$ cat src/rtl/tfp_pkg.sv
// Shared constants and types for the telemetry frame parser.
package tfp_pkg;

  // Frame framing bytes and checks
  localparam logic [7:0] START_BYTE  = 8'd2;
  localparam logic [7:0] END_BYTE    = 8'd3;
  localparam logic [7:0] CMD_VALUES  = 8'd4;
  localparam logic [6:0] MIN_LENGTH  = 7'd29;
  localparam logic [7:0] MAX_PAYLOAD = 8'd80;

  // CRC-16 XMODEM
  localparam logic [15:0] CRC_POLY = 16'h1021;

  // Payload positions of the captured fields
  localparam logic [6:0] POS_CMD       = 7'd0;
  localparam logic [6:0] POS_CUR_FIRST = 7'd9;
  localparam logic [6:0] POS_CUR_LAST  = 7'd12;
  localparam logic [6:0] POS_DUTY_FIRST = 7'd21;
  localparam logic [6:0] POS_DUTY_LAST  = 7'd22;
  localparam logic [6:0] POS_RPM_FIRST = 7'd23;
  localparam logic [6:0] POS_RPM_LAST  = 7'd26;
  localparam logic [6:0] POS_VOLT_FIRST = 7'd27;
  localparam logic [6:0] POS_VOLT_LAST  = 7'd28;

  typedef struct packed {
    logic signed [31:0] input_current_centiamps;
    logic signed [15:0] duty_permille;
    logic signed [31:0] electrical_rpm;
    logic signed [15:0] input_voltage_decivolts;
  } telem_t;

  typedef struct packed {
    logic   hit;      // frame passed all checks on this beat
    logic   at_end;   // parser waits for the end byte
    telem_t data;
  } parse_result_t;

endpackage

$ cat src/rtl/tfp_if.sv
// Valid/ready channel interfaces for the received bytes and telemetry results.
interface tfp_byte_if;
  logic       valid;
  logic       ready;
  logic [7:0] rx_byte;

  modport source (output valid, output rx_byte, input ready);
  modport sink   (input valid, input rx_byte, output ready);
endinterface

interface tfp_telem_if;
  logic               valid;
  logic               ready;
  logic signed [31:0] input_current_centiamps;
  logic signed [15:0] duty_permille;
  logic signed [31:0] electrical_rpm;
  logic signed [15:0] input_voltage_decivolts;

  modport source (output valid, output input_current_centiamps, output duty_permille,
                  output electrical_rpm, output input_voltage_decivolts, input ready);
  modport sink   (input valid, input input_current_centiamps, input duty_permille,
                  input electrical_rpm, input input_voltage_decivolts, output ready);
endinterface

$ cat src/rtl/tfp_crc16_step.sv
// CRC-16 (poly 0x1021, MSB first) update over one byte.
module tfp_crc16_step (
  input  logic [15:0] crc,
  input  logic [7:0]  data,
  output logic [15:0] crc_next
);
  import tfp_pkg::*;

  always_comb begin
    logic [15:0] c;
    c = crc ^ {data, 8'h00};
    for (int k = 0; k < 8; k++) begin
      if (c[15]) begin
        c = {c[14:0], 1'b0} ^ CRC_POLY;
      end else begin
        c = {c[14:0], 1'b0};
      end
    end
    crc_next = c;
  end

endmodule

$ cat src/rtl/tfp_parser.sv
// Frame phase machine, running CRC, field capture and end-of-frame check.
module tfp_parser (
  input  logic                   clk,
  input  logic                   rst,
  input  logic                   take,
  input  logic [7:0]             rx_byte,
  output tfp_pkg::parse_result_t res
);
  import tfp_pkg::*;

  typedef enum logic [5:0] {
    PH_IDLE   = 6'b000001,
    PH_LEN    = 6'b000010,
    PH_DATA   = 6'b000100,
    PH_CRC_HI = 6'b001000,
    PH_CRC_LO = 6'b010000,
    PH_END    = 6'b100000
  } phase_t;

  phase_t      phase, phase_next;
  logic [6:0]  frame_length, frame_length_next;
  logic [6:0]  byte_count, byte_count_next;
  logic [15:0] running_crc, running_crc_next;
  logic [15:0] received_crc, received_crc_next;
  logic [7:0]  command_code, command_code_next;
  logic [31:0] current_capture, current_capture_next;
  logic [15:0] duty_capture, duty_capture_next;
  logic [31:0] rpm_capture, rpm_capture_next;
  logic [15:0] voltage_capture, voltage_capture_next;
  logic [15:0] crc_step;
  logic [6:0]  count_inc;
  logic        hit;

  tfp_crc16_step u_crc (
    .crc      (running_crc),
    .data     (rx_byte),
    .crc_next (crc_step)
  );

  assign count_inc = byte_count + 7'd1;

  always_comb begin
    phase_next           = phase;
    frame_length_next    = frame_length;
    byte_count_next      = byte_count;
    running_crc_next     = running_crc;
    received_crc_next    = received_crc;
    command_code_next    = command_code;
    current_capture_next = current_capture;
    duty_capture_next    = duty_capture;
    rpm_capture_next     = rpm_capture;
    voltage_capture_next = voltage_capture;
    hit                  = 1'b0;

    if (take) begin
      unique case (phase)
        PH_IDLE: begin
          if (rx_byte == START_BYTE) phase_next = PH_LEN;
        end
        PH_LEN: begin
          byte_count_next   = '0;
          running_crc_next  = '0;
          frame_length_next = rx_byte[6:0];
          // length 0 or above the maximum drops the frame
          if (rx_byte != 8'd0 && rx_byte <= MAX_PAYLOAD) begin
            phase_next = PH_DATA;
          end else begin
            phase_next = PH_IDLE;
          end
        end
        PH_DATA: begin
          priority if (byte_count == POS_CMD) begin
            command_code_next = rx_byte;
          end else if (byte_count >= POS_CUR_FIRST && byte_count <= POS_CUR_LAST) begin
            current_capture_next = {current_capture[23:0], rx_byte};
          end else if (byte_count >= POS_DUTY_FIRST && byte_count <= POS_DUTY_LAST) begin
            duty_capture_next = {duty_capture[7:0], rx_byte};
          end else if (byte_count >= POS_RPM_FIRST && byte_count <= POS_RPM_LAST) begin
            rpm_capture_next = {rpm_capture[23:0], rx_byte};
          end else if (byte_count >= POS_VOLT_FIRST && byte_count <= POS_VOLT_LAST) begin
            voltage_capture_next = {voltage_capture[7:0], rx_byte};
          end else begin
            command_code_next = command_code;
          end
          running_crc_next = crc_step;
          byte_count_next  = count_inc;
          if (count_inc == frame_length) phase_next = PH_CRC_HI;
        end
        PH_CRC_HI: begin
          received_crc_next = {rx_byte, 8'h00};
          phase_next        = PH_CRC_LO;
        end
        PH_CRC_LO: begin
          received_crc_next = {received_crc[15:8], rx_byte};
          phase_next        = PH_END;
        end
        PH_END: begin
          hit = (rx_byte == END_BYTE) && (received_crc == running_crc) &&
                (frame_length >= MIN_LENGTH) && (command_code == CMD_VALUES);
          phase_next = PH_IDLE;
        end
        default: begin
          phase_next = PH_IDLE;
        end
      endcase
    end
  end

  always_ff @(posedge clk) begin
    if (rst) begin
      phase        <= PH_IDLE;
      frame_length <= '0;
      byte_count   <= '0;
      running_crc  <= '0;
      received_crc <= '0;
      command_code <= '0;
    end else begin
      phase        <= phase_next;
      frame_length <= frame_length_next;
      byte_count   <= byte_count_next;
      running_crc  <= running_crc_next;
      received_crc <= received_crc_next;
      command_code <= command_code_next;
    end
  end

  always_ff @(posedge clk) begin
    current_capture <= current_capture_next;
    duty_capture    <= duty_capture_next;
    rpm_capture     <= rpm_capture_next;
    voltage_capture <= voltage_capture_next;
  end

  assign res.hit    = hit;
  assign res.at_end = (phase == PH_END);
  assign res.data.input_current_centiamps = $signed(current_capture);
  assign res.data.duty_permille           = $signed(duty_capture);
  assign res.data.electrical_rpm          = $signed(rpm_capture);
  assign res.data.input_voltage_decivolts = $signed(voltage_capture);

  // payload phase must leave for the CRC bytes once the count reaches the length
  a_len_exit: assert property (@(posedge clk) disable iff (rst)
    (take && phase == PH_DATA && count_inc == frame_length) |=> (phase == PH_CRC_HI))
    else $error("payload phase did not end at frame length");

  // a frame in progress never counts past its length
  a_count_bound: assert property (@(posedge clk) disable iff (rst)
    (phase == PH_DATA) |-> (byte_count < frame_length))
    else $error("byte count ran past frame length");

  // a hit only ever comes from the end-byte phase
  a_hit_phase: assert property (@(posedge clk) disable iff (rst)
    hit |-> (phase == PH_END))
    else $error("result raised outside end-byte phase");

endmodule

$ cat src/rtl/telemetry_frame_parser_crc16.sv
// Top level: serial-byte frame parser with CRC-16 check and telemetry result register.
// Latency: a result beat is valid the cycle after its end byte is taken.
// Throughput: one byte per cycle; input stalls only on the end byte while a
//   previous result still waits in the output register.
// Reset (rst, synchronous): parser to idle, CRC and counters cleared, result
//   register emptied. Captured field values are not cleared.
module telemetry_frame_parser_crc16 (
  input logic        clk,
  input logic        rst,
  tfp_byte_if.sink   rx,
  tfp_telem_if.source tlm
);
  import tfp_pkg::*;

  parse_result_t res;
  logic          take;
  logic          out_valid, out_valid_next;
  telem_t        out_data;

  // Only the end byte can produce a result, so the output register only
  // back-pressures the input in that one phase.
  assign rx.ready = !res.at_end || !out_valid || tlm.ready;
  assign take     = rx.valid && rx.ready;

  tfp_parser u_parser (
    .clk     (clk),
    .rst     (rst),
    .take    (take),
    .rx_byte (rx.rx_byte),
    .res     (res)
  );

  // Result register: loads on a hit, drains on an accepted beat.
  always_comb begin
    out_valid_next = out_valid;
    if (res.hit) begin
      out_valid_next = 1'b1;
    end else if (tlm.ready) begin
      out_valid_next = 1'b0;
    end
  end

  always_ff @(posedge clk) begin
    if (rst) begin
      out_valid <= 1'b0;
    end else begin
      out_valid <= out_valid_next;
    end
  end

  always_ff @(posedge clk) begin
    if (res.hit) begin
      out_data <= res.data;
    end
  end

  assign tlm.valid                   = out_valid;
  assign tlm.input_current_centiamps = out_data.input_current_centiamps;
  assign tlm.duty_permille           = out_data.duty_permille;
  assign tlm.electrical_rpm          = out_data.electrical_rpm;
  assign tlm.input_voltage_decivolts = out_data.input_voltage_decivolts;

  // a result is only raised by an accepted byte
  a_hit_taken: assert property (@(posedge clk) disable iff (rst)
    res.hit |-> take)
    else $error("result without accepted byte");

  // a waiting result is never overwritten
  a_no_overwrite: assert property (@(posedge clk) disable iff (rst)
    (out_valid && !tlm.ready) |-> !res.hit)
    else $error("pending result overwritten");

  // every hit shows up on the output next cycle
  a_hit_out: assert property (@(posedge clk) disable iff (rst)
    res.hit |=> tlm.valid)
    else $error("hit did not reach output register");

endmodule
$ cat src/flat_wrapper.sv
// flat-port wrapper written by rule: the top's interface ports become plain ports
module telemetry_frame_parser_crc16_flat import tfp_pkg::*;
  (clk, rst, rx_valid, rx_rx_byte, rx_ready, tlm_valid, tlm_input_current_centiamps, tlm_duty_permille, tlm_electrical_rpm, tlm_input_voltage_decivolts, tlm_ready);
  tfp_byte_if rx_i ();
  tfp_telem_if tlm_i ();
  input logic clk;
  input logic rst;
  input wire logic [$bits(rx_i.valid)-1:0] rx_valid;
  input wire logic [$bits(rx_i.rx_byte)-1:0] rx_rx_byte;
  output wire logic [$bits(rx_i.ready)-1:0] rx_ready;
  output wire logic [$bits(tlm_i.valid)-1:0] tlm_valid;
  output wire logic [$bits(tlm_i.input_current_centiamps)-1:0] tlm_input_current_centiamps;
  output wire logic [$bits(tlm_i.duty_permille)-1:0] tlm_duty_permille;
  output wire logic [$bits(tlm_i.electrical_rpm)-1:0] tlm_electrical_rpm;
  output wire logic [$bits(tlm_i.input_voltage_decivolts)-1:0] tlm_input_voltage_decivolts;
  input wire logic [$bits(tlm_i.ready)-1:0] tlm_ready;
  assign rx_i.valid = rx_valid;
  assign rx_i.rx_byte = rx_rx_byte;
  assign rx_ready = rx_i.ready;
  assign tlm_valid = tlm_i.valid;
  assign tlm_input_current_centiamps = tlm_i.input_current_centiamps;
  assign tlm_duty_permille = tlm_i.duty_permille;
  assign tlm_electrical_rpm = tlm_i.electrical_rpm;
  assign tlm_input_voltage_decivolts = tlm_i.input_voltage_decivolts;
  assign tlm_i.ready = tlm_ready;
  telemetry_frame_parser_crc16 u_core (.clk(clk), .rst(rst), .rx(rx_i), .tlm(tlm_i));
endmodule
$ cat config.mk
export PLATFORM = sky130hd
export DESIGN_NAME = telemetry_frame_parser_crc16_flat
export DESIGN_NICKNAME = d
export VERILOG_FILES = /design/src/rtl/tfp_pkg.sv /design/src/rtl/tfp_if.sv /design/src/rtl/tfp_crc16_step.sv /design/src/rtl/tfp_parser.sv /design/src/rtl/telemetry_frame_parser_crc16.sv /design/src/flat_wrapper.sv
export SDC_FILE = /design/constraint.sdc
export NUM_CORES = 1
export LEC_CHECK = 0
export ABC_CLOCK_PERIOD_IN_PS = 6800
export BUFFER_PORTS_ARGS = -buffer_cell sky130_fd_sc_hd__buf_4
export CAP_MARGIN = 20
export CELL_PAD_IN_SITES_DETAIL_PLACEMENT = 2
export CELL_PAD_IN_SITES_GLOBAL_PLACEMENT = 2
export CORE_MARGIN = 8
export CORE_UTILIZATION = 42
export DETAILED_ROUTE_END_ITERATION = 6
export GPL_ROUTABILITY_DRIVEN = 0
export HOLD_SLACK_MARGIN = 0.03
export PLACE_DENSITY = 0.77
export SYNTH_ARGS = -nofsm -noshare
export SYNTH_HDL_FRONTEND = slang
export SYNTH_HIERARCHICAL = 1
export SYNTH_SLANG_ARGS = --single-unit
$ cat constraint.sdc
create_clock -name clk -period 6.8 [get_ports clk]
set_input_delay 0.34 -clock clk [delete_from_list [all_inputs] [get_ports clk]]
set_output_delay 0.34 -clock clk [all_outputs]
set_load 0.01 [all_outputs]
==> results.toml <==
[power_and_ir_drop]
power_density_mw_per_mm2 = 290
total_power_uw = 3230
switchingPower_uw = 661
p_int_uw = 2570
p_leak_uw = 0.00402
switching_share_pct = 20.4
clockPowerShare_pct = 47.0
max-vdd-ir-drop_mv = 0.196
p_seq_share_pct = 50.9
comb_power_share_pct = 2.1

[clock_tree]
cts-resized-gates = 0
cts.sinks = 253
clockRootBuffer = "clkbuf_16"
clkTransAtPathRegs_ps = 70
numCtsBuffers = 27
clkLatencyLatePin_ps = 530
postCtsHoldBufs = 0
cts-htree-levels = 1
tritoncts = "built"
clockBufferDepth = 3
post_cts_buffers = 0

[worst_setup_path]
worstPathArrival_ps = 4370
cpMaxStageDelayCell = "buf_4"
cp_max_fo = 64
crit_family = "simple AND/OR/NAND/NOR gates"
cpMostUsedCell = "buf_4"
crit_type = "register to register"
required_ps = 6950
crit_path_cell_trace = "nor2_1, and4b_1, nand3b_4, and2_1, nor2b_1, nand4_1, nor3_1, nand3_1, a2111oi_2, buf_4, buf_4"
end_kind = "register"
crit_path_max_incr_delay_ps = 790
worstSetupStartpointType = "register"
path_buf_inv = 2

[synthesis]
synth_async_sr_flop_share_pct = 0
syn_avg_cell_area_um2 = 16.3
synth_top_area_cell = "edfxtp_1"
ys_ff_latch = 253
ys_seq_area_share_pct = 76.5
synthCells = 561
yosys.area.top_type_share_pct = 63.1
synthTopCellsByArea = "edfxtp_1 63%, dfxtp_1 13%, nor2_1 2.8%"
ys.flop_type = "edfxtp_1"
yosys_warnings = 6
synth_edf_count = 192
ys_types = 58
synth_area_mm2 = 0.00914
yosysMostFrequentCell = "edfxtp_1"
synth.net_count = 576
synth_commonest_cells = "192 x edfxtp_1, 68 x nor2_1, 61 x dfxtp_1, 26 x xnor2_1"

[sta]
fin_ws_ps = 2580
slew-limit-headroom_pct = 24.5
slew_viol_final = 0
hold_viol = 0
worst_slew_pin_slew_ps = 1130
finalCritPeriodShare_pct = 62.1
rsz0062_at_grt = "no"
finClkSkew_ps = 15.4
max_freq_ghz = 0.237
fin_setup_tns_ps = 0
setup_violations = 0
min_period_ps = 4220

[layout]
antenna_cells = 0
final_nets = 693
area_delta_synth_final_pct = 22.2
final_layout_size_suffix_gt1_share_pct = 25.1
fillers = 1967

[floorplan]
die_w_um = 163
die-area_mm2 = 0.0267
initial_utilization_pct = 42.3
io_pins = 110
core_mm2 = 0.0216
die_h_um = 163
fp-row-count = 54

[placed_design]
io_buffers = 109
hpwl_um = 18700
dp_slack_ps = 2730

[routing]
drt-pass1-iter-count = 5
vias = 5481
drcViolationCount = 0
first_iter_violations = 435
wl_per_cell_um = 29.3
viasPerCell = 5.60
antenna_left = 0
drt_wl_total_um = 28700

[hold_path]
hp-class = "input pin to register"

[grt]
antenna_found_initial = 0
grt_max_degree = 65
grt_pass1_wl_um = 42000
grt_pass1_vias = 5913
track_usage_pct = 21.4
grt_overflow = 0

[status]
status = "completed"

[run]
maxCapViolations = 0
metal layers:
layer,track usage (%),part of all wire (%),vias to the layer above
met1,26.8,41,2854
li1,-,-,2327
met2,37.0,50,241
met5,0,0,-
met4,7.02,2.8,0
met3,3.78,6.3,59
worst paths after layout:
check	slack, ps	to	cells after the start	startpoint
max	2580	u_core/tlm.input_current_centiamps[27]$_DFFE_PP_	11	u_core/u_parser/phase[2]$_SDFFE_PP0P_
min	130	u_core/u_parser/voltage_capture[1]$_DFFE_PP_	1	rx_rx_byte[1]
max reg2reg	2580	u_core/tlm.input_current_centiamps[27]$_DFFE_PP_	11	u_core/u_parser/phase[2]$_SDFFE_PP0P_
min reg2reg	430	u_core/tlm.input_current_centiamps[26]$_DFFE_PP_	0	u_core/u_parser/current_capture[26]$_DFFE_PP_
stage by stage:
stage               cell area [um2]  utilization (%)  instances  hold WS (ps)
floorplan                      9140                -        561           400
global placement              10200             47.4        929           401
detailed placement            10200             47.4        929           405
CTS                           11200             51.6        978           108
global route                  11200             51.6        978           115
finish                        11200             51.6        978           130
power by group through the flow:
stage / clock network [uW] / logic (uW) / registers, uW
2_1_floorplan: 0 / 42.0 / 1680
3_3_place_gp: 0 / 61.0 / 1680
3_5_place_dp: 0 / 64.6 / 1680
4_1_cts: 1550 / 66.4 / 1650
5_1_grt: 1600 / 70.9 / 1650
6_report: 1520 / 66.5 / 1650
state kept, by name (all words and copies together), names as in the netlist, 8 cells and up:
register                            flops
u_core/u_parser/voltage_capture        16
u_core/tlm.electrical_rpm              32
u_core/tlm.input_voltage_decivolts     16
u_core/u_parser/rpm_capture            32
u_core/u_parser/duty_capture           16
u_core/u_parser/command_code            8
u_core/u_parser/received_crc           16
u_core/tlm.input_current_centiamps     32
u_core/u_parser/current_capture        32
u_core/tlm.duty_permille               16
u_core/u_parser/running_crc            16
cells by family (layout without fill, tap and decap cells):
logic type / count (synthesis) / count (layout) / share of synthesized area [%]
xor gates and xnor gates: 49 / 49 / 6.68
and+or+nand+nor: 137 / 137 / 7.55
adders and majority gates: 3 / 3 / 0.411
muxes: 25 / 25 / 2.74
AOI/OAI and AO/OA: 63 / 63 / 4.71
DFF: 253 / 253 / 76.5
buffers and inverters: 31 / 168 / 1.44
final cells by class:
class	count	area (um2)	area share (%)
Clock inverter	17	198	1.77
Sequential cell	253	6990	62.6
Timing Repair Buffer	113	848	7.60
Multi-Input combinational cell	277	2040	18.3
Tap cell	280	350	3.14
Clock buffer	32	714	6.40
Inverter	6	22.5	0.202
cell usage in the layout (no fill, tap or decap), types with 4 or more instances in the layout:
cell type | netlist | final
clkinv_2 | 0 | 7
nor2_1 | 68 | 66
nand2_1 | 11 | 11
buf_4 | 1 | 113
inv_1 | 6 | 6
nand4_1 | 5 | 5
xor2_1 | 10 | 10
or3_1 | 6 | 6
o21ai_0 | 9 | 9
and3_1 | 5 | 5
a22oi_1 | 25 | 25
a21oi_1 | 12 | 12
dfxtp_1 | 61 | 61
xnor2_1 | 26 | 26
xnor3_1 | 4 | 4
nand3_1 | 11 | 11
clkbuf_16 | 0 | 27
mux2i_1 | 25 | 25
clkinvlp_4 | 0 | 4
nor3_1 | 7 | 6
bufinv_16 | 0 | 4
edfxtp_1 | 192 | 192
(Power assumes the default switching activity.)
